`config.mk`:
```
export PLATFORM = sky130hd
export DESIGN_NAME = wheel_encoder_tick_emulator_unit
export DESIGN_NICKNAME = d
export VERILOG_FILES = /design/src/rtl/wet_pkg.sv /design/src/rtl/wheel_encoder_tick_emulator_unit.sv /design/src/rtl/wet_lane.sv /design/src/rtl/wet_merge.sv
export SDC_FILE = /design/constraint.sdc
export NUM_CORES = 1
export LEC_CHECK = 0
export ABC_AREA = 1
export ABC_CLOCK_PERIOD_IN_PS = 10300
export BUFFER_PORTS_ARGS = -buffer_cell sky130_fd_sc_hd__clkbuf_2
export CAP_MARGIN = 40
export CELL_PAD_IN_SITES_DETAIL_PLACEMENT = 0
export CELL_PAD_IN_SITES_GLOBAL_PLACEMENT = 1
export CORE_ASPECT_RATIO = 1.25
export CORE_MARGIN = 5
export CORE_UTILIZATION = 44
export DETAILED_ROUTE_END_ITERATION = 8
export PLACE_DENSITY = 0.75
export SETUP_SLACK_MARGIN = 0.1
export SLEW_MARGIN = 40
export SYNTH_ARGS = -nofsm -noshare
export SYNTH_HDL_FRONTEND = slang
export SYNTH_SLANG_ARGS = --single-unit
export TNS_END_PERCENT = 50
```
`constraint.sdc`:
```
create_clock -name clk -period 10.3 [get_ports clk]
set_input_delay 1.545 -clock clk [delete_from_list [all_inputs] [get_ports clk]]
set_output_delay 1.545 -clock clk [all_outputs]
set_load 0.005 [all_outputs]
```
`src/rtl/wet_pkg.sv`:
```
package wet_pkg;

	// number of wheels carried by one word
	localparam int WHEEL_COUNT = 4;

	// field widths
	localparam int ANGLE_W = 15;
	localparam int STEP_W  = 24;
	localparam int TICKS_W = 16;
	localparam int TICK_W  = 12;
	localparam int REM_W   = 13;
	localparam int SUM_W   = 17;
	localparam int MAG_W   = 16;
	localparam int CNT_W   = 4;

	// wrap handling in 1/80 degree
	localparam logic signed [TICKS_W-1:0] WRAP_LIMIT      = -16'sd14400;
	localparam logic signed [TICKS_W-1:0] FULL_TURN_UNITS = 16'sd28800;

	// tick register reset value
	localparam logic [TICK_W-1:0] TICK_SIZE_RESET = 12'd96;

	// last division step index
	localparam logic [CNT_W-1:0] LAST_STEP = CNT_W'(MAG_W - 1);

	typedef struct packed {
		logic               four_wheels;
		logic [STEP_W-1:0]  step_us;
		logic [ANGLE_W-1:0] angle_0;
		logic [ANGLE_W-1:0] angle_1;
		logic [ANGLE_W-1:0] angle_2;
		logic [ANGLE_W-1:0] angle_3;
	} wet_in_t;

	typedef struct packed {
		logic [STEP_W-1:0]         step_us_out;
		logic signed [TICKS_W-1:0] ticks_0;
		logic signed [TICKS_W-1:0] ticks_1;
		logic signed [TICKS_W-1:0] ticks_2;
		logic signed [TICKS_W-1:0] ticks_3;
	} wet_out_t;

	// lane control from the sequencer
	typedef struct packed {
		logic load;
		logic step;
		logic commit;
	} wet_ctl_t;

endpackage

```
`src/rtl/wheel_encoder_tick_emulator_unit.sv`:
```
// an accepted four-wheel word is loaded into the lanes, divided and committed to the output register
// in_stall stays high until that commit, while the 16-step bit-serial divider in each lane runs
// a word with four_wheels clear is taken without making the block busy and yields no result
// the output register lets a result wait while the next word is already taken
// reset: async active low, clears angles, remainders, control, tick_size to 96
module wheel_encoder_tick_emulator_unit (
	input  logic                         clk,
	input  logic                         arst_n,
	input  logic                         in_valid,
	output logic                         in_stall,
	input  wet_pkg::wet_in_t             in_word,
	output logic                         out_valid,
	input  logic                         out_stall,
	output wet_pkg::wet_out_t            out_word,
	input  logic                         cfg_we,
	input  logic [wet_pkg::TICK_W-1:0]   cfg_data
);

	logic [wet_pkg::TICK_W-1:0]        tick_size_q;
	logic [wet_pkg::STEP_W-1:0]        step_q;
	logic [wet_pkg::CNT_W-1:0]         cnt_q;
	logic                              busy_q;
	logic                              fin_q;
	logic                              accept;
	logic                              free;
	logic [wet_pkg::TICK_W-1:0]        divisor;
	wet_pkg::wet_ctl_t                 ctl;
	logic [wet_pkg::ANGLE_W-1:0]       angles [wet_pkg::WHEEL_COUNT];
	logic signed [wet_pkg::TICKS_W-1:0] ticks [wet_pkg::WHEEL_COUNT];

	assign in_stall = busy_q;
	assign accept   = in_valid && !busy_q;
	assign divisor  = (tick_size_q == '0) ? wet_pkg::TICK_W'(1) : tick_size_q;

	// sequencer control to lanes
	always_comb begin
		ctl.load   = accept && in_word.four_wheels;
		ctl.step   = busy_q && !fin_q;
		ctl.commit = busy_q && fin_q && free;
	end

	// angle fields by lane
	assign angles[0] = in_word.angle_0;
	assign angles[1] = in_word.angle_1;
	assign angles[2] = in_word.angle_2;
	assign angles[3] = in_word.angle_3;

	// tick size register
	always_ff @(posedge clk or negedge arst_n) begin
		if (!arst_n) begin
			tick_size_q <= wet_pkg::TICK_SIZE_RESET;
		end else if (cfg_we) begin
			tick_size_q <= cfg_data;
		end
	end

	// division step sequencer
	always_ff @(posedge clk or negedge arst_n) begin
		if (!arst_n) begin
			busy_q <= 1'b0;
			fin_q  <= 1'b0;
			cnt_q  <= '0;
		end else if (ctl.load) begin
			busy_q <= 1'b1;
			fin_q  <= 1'b0;
			cnt_q  <= '0;
		end else if (ctl.step) begin
			cnt_q <= cnt_q + 1'b1;
			if (cnt_q == wet_pkg::LAST_STEP) begin
				fin_q <= 1'b1;
			end
		end else if (ctl.commit) begin
			busy_q <= 1'b0;
			fin_q  <= 1'b0;
		end
	end

	// time step held for the result word
	always_ff @(posedge clk) begin
		if (ctl.load) begin
			step_q <= in_word.step_us;
		end
	end

	// one divider lane per wheel
	for (genvar g = 0; g < wet_pkg::WHEEL_COUNT; g++) begin : g_lane
		wet_lane u_lane (
			.clk     (clk),
			.arst_n  (arst_n),
			.ctl     (ctl),
			.angle   (angles[g]),
			.divisor (divisor),
			.ticks   (ticks[g])
		);
	end

	// merge lane results into the output word
	wet_merge u_merge (
		.clk       (clk),
		.arst_n    (arst_n),
		.load      (ctl.commit),
		.step_us   (step_q),
		.ticks     (ticks),
		.free      (free),
		.out_valid (out_valid),
		.out_stall (out_stall),
		.out_word  (out_word)
	);

endmodule

```
`src/rtl/wet_lane.sv`:
```
module wet_lane (
	input  logic                                clk,
	input  logic                                arst_n,
	input  wet_pkg::wet_ctl_t                   ctl,
	input  logic [wet_pkg::ANGLE_W-1:0]         angle,
	input  logic [wet_pkg::TICK_W-1:0]          divisor,
	output logic signed [wet_pkg::TICKS_W-1:0]  ticks
);

	logic [wet_pkg::ANGLE_W-1:0]       prev_q;
	logic signed [wet_pkg::REM_W-1:0]  rem_q;
	logic [wet_pkg::MAG_W-1:0]         quo_q;
	logic [wet_pkg::TICK_W-1:0]        part_q;
	logic                              neg_q;

	logic signed [wet_pkg::TICKS_W-1:0] diff;
	logic signed [wet_pkg::TICKS_W-1:0] diff_wrap;
	logic signed [wet_pkg::SUM_W-1:0]   sum;
	logic [wet_pkg::SUM_W-1:0]          sum_neg;
	logic [wet_pkg::MAG_W-1:0]          mag;
	logic [wet_pkg::TICK_W:0]           trial;
	logic [wet_pkg::TICK_W:0]           trial_sub;
	logic                               fits;
	logic [wet_pkg::REM_W-1:0]          rem_next;
	logic [wet_pkg::MAG_W-1:0]          quo_neg;

	// angle change with wrap, added to the carried remainder
	always_comb begin
		diff = wet_pkg::TICKS_W'($signed({1'b0, angle}) - $signed({1'b0, prev_q}));
		diff_wrap = (diff < wet_pkg::WRAP_LIMIT) ? diff + wet_pkg::FULL_TURN_UNITS : diff;
		sum = wet_pkg::SUM_W'(rem_q) + wet_pkg::SUM_W'(diff_wrap);
		sum_neg = -sum;
		mag = sum[wet_pkg::SUM_W-1] ? sum_neg[wet_pkg::MAG_W-1:0] : sum[wet_pkg::MAG_W-1:0];
	end

	// one restoring division step
	always_comb begin
		trial = {part_q, quo_q[wet_pkg::MAG_W-1]};
		fits = trial >= {1'b0, divisor};
		trial_sub = trial - {1'b0, divisor};
	end

	// signed quotient with saturation, remainder keeps the dividend sign
	always_comb begin
		quo_neg = -quo_q;
		if (neg_q) begin
			if (quo_q > 16'd32768) begin
				ticks = -16'sd32768;
			end else begin
				ticks = $signed(quo_neg);
			end
			rem_next = -{1'b0, part_q};
		end else begin
			if (quo_q > 16'd32767) begin
				ticks = 16'sd32767;
			end else begin
				ticks = $signed(quo_q);
			end
			rem_next = {1'b0, part_q};
		end
	end

	// lane state
	always_ff @(posedge clk or negedge arst_n) begin
		if (!arst_n) begin
			prev_q <= '0;
			rem_q  <= '0;
		end else begin
			if (ctl.load) begin
				prev_q <= angle;
			end
			if (ctl.commit) begin
				rem_q <= $signed(rem_next);
			end
		end
	end

	// divider datapath
	always_ff @(posedge clk) begin
		if (ctl.load) begin
			quo_q  <= mag;
			part_q <= '0;
			neg_q  <= sum[wet_pkg::SUM_W-1];
		end else if (ctl.step) begin
			quo_q  <= {quo_q[wet_pkg::MAG_W-2:0], fits};
			part_q <= fits ? trial_sub[wet_pkg::TICK_W-1:0] : trial[wet_pkg::TICK_W-1:0];
		end
	end

endmodule

```
`src/rtl/wet_merge.sv`:
```
module wet_merge (
	input  logic                               clk,
	input  logic                               arst_n,
	input  logic                               load,
	input  logic [wet_pkg::STEP_W-1:0]         step_us,
	input  logic signed [wet_pkg::TICKS_W-1:0] ticks [wet_pkg::WHEEL_COUNT],
	output logic                               free,
	output logic                               out_valid,
	input  logic                               out_stall,
	output wet_pkg::wet_out_t                  out_word
);

	logic              valid_q;
	wet_pkg::wet_out_t word_q;

	assign free      = !valid_q || !out_stall;
	assign out_valid = valid_q;
	assign out_word  = word_q;

	// output word valid
	always_ff @(posedge clk or negedge arst_n) begin
		if (!arst_n) begin
			valid_q <= 1'b0;
		end else if (load) begin
			valid_q <= 1'b1;
		end else if (!out_stall) begin
			valid_q <= 1'b0;
		end
	end

	// gather lane results into one word
	always_ff @(posedge clk) begin
		if (load) begin
			word_q.step_us_out <= step_us;
			word_q.ticks_0     <= ticks[0];
			word_q.ticks_1     <= ticks[1];
			word_q.ticks_2     <= ticks[2];
			word_q.ticks_3     <= ticks[3];
		end
	end

endmodule

```
### Word level (Yosys, flattened, before mapping)

Cells that the tools add are included.
Widths: inputs -> output; s select.

| cells by class | value |
|---|---|
| add/subtract/negate cells | 29 |
| $lt $le $gt $ge | 16 |
| equal/unequal tests | 4 |
| mux-type cells | 47 |
| reductions and logical operators | 16 |

Operators with widths:

| cell | number |
|---|---|
| $mux 16 | 28 |
| $neg 16->16 | 8 |
| $add 13x16->17 | 4 |
| $add 16x16->16 const B | 4 |
| $gt 16x15->1 const B | 4 |
| $gt 16x16->1 const B | 4 |
| $lt 16x15->1 const B | 4 |
| $sub 15x15->16 | 4 |
| $mux 12 | 5 |
| $ge 13x12->1 | 4 |
| $mux 13 | 4 |
| $neg 12->13 | 4 |
| $sub 12x12->12 | 4 |
| $logic_not 12->1 | 1 |
| $mux 1 | 8 |
| $mux 4 | 2 |
| $logic_and 1x1->1 | 5 |
| $add 4x1->4 const B | 1 |
| $eq 4x4->1 const B | 1 |
| $logic_not 1->1 | 4 |
| $ne 2x1->1 const B | 2 |
| $reduce_and 2->1 | 2 |
| $reduce_bool 2->1 | 2 |
| $ne 3x1->1 const B | 1 |
| other kinds (2) | 2 |

| word-level totals | value |
|---|---|
| flip-flop bits (word level) | 359 |
| output and inout port bits | 90 |
| word-level logic and storage cells | 143 |

### Depth between registers and ports, before layout

| logic depth | value |
|---|---|
| word-level depth | 7 |
| depth in mapped cells | 37 |
| depth with buffers taken out | 37 |

### Modules after synthesis

Synthesis repeated with hierarchy kept, for this count alone.

| second synthesis, totals | value |
|---|---|
| cell total of the unflattened synthesis | 3998 |
| area total of the unflattened synthesis | 28627.5 µm² |

Modules (own cells, without submodules):

| module | instances | cells each | area an instance (µm²) | sequential area each (µm²) |
|---|---|---|---|---|
| wet_lane at g_lane[0].u_lane ... | 2 | 944 | 6095.8 | 1451.4 |
| wet_lane at g_lane[3].u_lane | 1 | 946 | 6132.1 | 1451.4 |
| wet_lane at g_lane[1].u_lane | 1 | 953 | 6028.3 | 1451.4 |
| wet_merge | 1 | 92 | 2683.8 | 2667.6 |
| wheel_encoder_tick_emulator_unit | 1 | 119 | 1591.5 | 1173.6 |

### Least setup slack after synthesis

No wires, ideal clock.

| path | value |
|---|---|
| kind | input to register |
| from | input port in_word[15] in the netlist's numbering |
| to | register g_lane[2].u_lane.quo_q[14] in the netlist's numbering, data pin |
| setup time | 0.260 ns |
| data arrival time | 4.926 ns |
| required time | 10.040 ns |
| path slack | 5.114 ns |
| cell stages on the path | 33 |
| buffers on the path | 1 |
| cells stage by stage | inv_1 ha_1 fa_1 inv_1 nand3_1 nand2_1 nand3_1 nand2_1 nand2_1 nand2_2 nand2_1 nor2_2 nand3_2 nand2_2 nand2_4 nand2_2 nand2_1 nand2_1 inv_1 ha_1 nand2_1 inv_1 a21oi_1 nand3_1 a21oi_1 nand3_1 nand2_1 buf_4 nand2_1 nand2_1 nand2_1 nand3_1 nand2_1 |

| on the way | value |
|---|---|
| cells in the longest elaborated chain, start to end | 7 |

Ends and longest elaborated chain:

| element | RTL line | RTL |
|---|---|---|
| start, declared | wheel_encoder_tick_emulator_unit.sv:11 | `input wet_pkg::wet_in_t in_word,` |
| $sub 15x15->16 (*) | wet_lane.sv:29 | `diff = wet_pkg::TICKS_W'($signed({1'b0, angle}) - $signed({1'b0, prev_q}));` |
| $add 16x16->16 or $lt 16x15->1 (tied branches) | wet_lane.sv:30 | `diff_wrap = (diff < wet_pkg::WRAP_LIMIT) ? diff + wet_pkg::FULL_TURN_UNITS : diff;` |
| $mux 16 (*) | wet_lane.sv:30 |  |
| $add 13x16->17 (*) | wet_lane.sv:31 | `sum = wet_pkg::SUM_W'(rem_q) + wet_pkg::SUM_W'(diff_wrap);` |
| $neg 16->16 | wet_lane.sv:32 | `sum_neg = -sum;` |
| $mux 16 (*) | wet_lane.sv:33 | `mag = sum[wet_pkg::SUM_W-1] ? sum_neg[wet_pkg::MAG_W-1:0] : sum[wet_pkg::MAG_W-1:0];` |
| $mux 16 (*) | wet_lane.sv:80 | `if (ctl.load) begin` |
| end signal, assigned | wet_lane.sv:81 | `quo_q <= mag;` |
| end signal, assigned | wet_lane.sv:85 | `quo_q <= {quo_q[wet_pkg::MAG_W-2:0], fits};` |
| end, declared | wet_lane.sv:12 | `logic [wet_pkg::MAG_W-1:0] quo_q;` |

Mark *: on every way between the ends. The rest lies on a longest branch, timed or not.
A chain may end at the register's enable or synchronous reset.

### Final worst setup path

| path | value |
|---|---|
| from | input port in_word[15] in the netlist's numbering |
| to | register g_lane[2].u_lane.quo_q[8] in the netlist's numbering, data pin |

Same word-level chain as after synthesis.

==> summary.md <==
| Metric | Value |
|---|---|
| Status | finished clean |
| Vias per cell | 5.04 |
| Initial drt markers | 1197 |
| HP Class | reg2reg |
| Netlist cell types | 65 |
| Max Clock Freq | 179 MHz |
| Post-synth ARST share | 36.5% |
| Worst slew pin tran | 817 ps |
| IO buf count | 191 |
| Final setup violation count | 0 |
| Max Transition Viols Final | 0 |
| WP data required | 10620 ps |
| CP max-delay cell | nand2_1 |
| Clock latency on the worst-skew pair | 560 ps |
| Pin count of the biggest net entering global routing | 80 |
| DRC violations left | 0 |
| Root Driver | clkbuf_16 |
| ANT nets after route | 0 |
| Synth Register Bits | 359 |
| Synthesized area per cell | 7.15 um2 |
| CP max stage delay | 470 ps |
| Period minus WS final | 5580 ps |
| Hold Vio Cnt, Final | 0 |
| RSZ-0062 raised after global routing | no |
| Die Footprint | 68900 um2 |
| Worst R2R Setup Slack | 5440 ps |
| Max Root-Sink Buffers | 3 |
| Most used cell, CP | nand2_1 |
| Clock sinks | 359 |
| GP Congestion | 0.873 |
| Worst-path clk slew | 60 ps |
| Sequential share of the synthesized area | 34.4% |
| Total wire length | 74900 um |
| Area delta synth->final | 11.4% |
| Netlist area before placement | 28000 um2 |
| Final nets | 4387 |
| Commonest non-fill, non-tap cell in the layout | nand2_1 |
| R2R depth | 30 |
| Post-CTS Setup Bufs | 0 |
| Max capacitance violation total | 0 |
| Clock Skew | 17.7 ps |
| Most frequent cells in the layout | 1169 x nand2_1, 524 x inv_1, 358 x o21ai_0 |
| Resized cells post-CTS | 0 |
| Area of the multi-input gates | 16000 um2 |
| Ant. Diodes | 0 |
| CTS H-Tree Depth | 2 |
| Register Area | 9650 um2 |
| Fin crit share | 54.2% |
| Initial Util | 44.4% |
| Total CTS buffers | 41 |
| Hold_buf cts | 0 |
| First-pass GRT wire length | 123000 um |
| Die X | 236 um |
| Wire per inst | 15.1 um |
| Antenna violations before repair | 0 |
| Crit path capture type | flip-flop |
| Top_reg_cell synth | edfxtp_1 |
| Cell Rows | 103 |
| Fillers | 6552 |
| Mapped Cells | 3920 |
| Vias in the first global route | 24.5k |
| Share of layout cells above drive strength 1 | 9.34% |
| Crit path max fanout | 21 |
| Startpoint class of the critical path | input pin |
| Height of the die | 292 um |
| Crit path DAT | 5900 ps |
| GRT Overall Usage | 21.3% |
| Grt total ovfl | 0 |
| I/O pins | 192 |
| Hold Path Depth | 0 |
| Core area | 63100 um2 |
| Slew HR | 45.5% |
| Synthesized Nets | 4227 |
| Critical path class | in2reg |
| Yosys warns | 0 |
| CTS tree | done |
| HPWL after DPL | 58700 um |
| Via count | 24.9k |
| First-pass detailed-route iteration total | 5 |
| Setup TNS after final layout | 0 ps |
| EDFF count, synth | 180 |
==> area by class of cell <==
cell class | count | area share (%)
Tap cell | 840 | 3.37
Inverter | 539 | 6.51
Clock inverter | 22 | 0.970
Timing Repair Buffer | 206 | 3.55
Sequential cell | 359 | 30.9
Clock buffer | 51 | 3.44
Multi-Input combinational cell | 2933 | 51.3
==> per-layer routing <==
| metal | track usage (%) | share of wire (%) |
|---|---|---|
| met2 | 40.3 | 52 |
| met5 | 0 | 0 |
| met3 | 2.48 | 2.7 |
| met4 | 6.73 | 3.4 |
| met1 | 25.0 | 42 |
==> kinds of logic after synthesis <==
family                   after synthesis  synth area share [%]
XOR/XNOR                             173                  5.49
buffers and inverters                628                  8.66
AND/OR/NAND/NOR                     1897                  29.2
AO/OA/AOI/OAI                        658                  12.7
adder cells (fa/ha/maj)              205                  9.48
flip-flops                           359                  34.4
==> Yosys cell counts, types with 62 or more instances <==
master,n,area share [%]
edfxtp_1,180,19
o21ai_0,358,6.4
dfrtp_1,129,12
a21oi_1,163,2.9
nand4_1,62,1.4
clkbuf_1,64,0.86
nand2_1,1169,16
nand3_1,285,5.1
nor2_1,240,3.2
ha_1,193,8.6
xor2_1,112,3.5
inv_1,527,7.1
==> worst max-delay path, delay by kind of cell <==
family	cells	cell delay (ps)
AOI/OAI and AO/OA	2	360
adders and majority gates	3	1000
buffers and inverters	5	280
and+or+nand+nor	22	2710
==> per-stage QoR <==
step                      instance area, um2  std cells  util (%)  setup WS, ps  hold WS (ps)
after floorplan                        28000       3920         -          5110           400
after global placement                 29800       4874      47.1          4240           402
after detailed placement               29800       4875      47.2          4120           405
after CTS                              31200       4948      49.4          4710           419
after global routing                   31200       4950      49.4          4080           423
final                                  31200       4950      49.4          4720           418
==> path summary, 6_finish.rpt <==
check                                                          to                                    from
max in group asynchronous              tick_size_q[1]$_DFFE_PN0P_                                  arst_n
min in group asynchronous  g_lane[3].u_lane.prev_q[6]$_DFFE_PN0P_                                  arst_n
max reg2reg                   g_lane[2].u_lane.quo_q[8]$_DFFE_PN_  g_lane[2].u_lane.prev_q[0]$_DFFE_PN0P_
max                           g_lane[2].u_lane.quo_q[8]$_DFFE_PN_                             in_word[15]
min reg2reg                        u_merge.out_word[70]$_DFFE_PP_                     step_q[6]$_DFFE_PP_
min                                u_merge.out_word[70]$_DFFE_PP_                     step_q[6]$_DFFE_PP_
==> flip-flops by register name (all words and copies together), names as in the netlist <==
name,flops
g_lane.u_lane.quo_q,64
u_merge.out_valid,1
g_lane.u_lane.part_q,48
in_stall,1
g_lane.u_lane.neg_q,4
g_lane.u_lane.prev_q,60
u_merge.out_word,88
g_lane.u_lane.rem_q,52
step_q,24
fin_q,1
tick_size_q,12
cnt_q,4
Power is left out: the tool's default activity adds up to more than one toggle a clock period on the data nets, which glitch-free logic cannot reach.
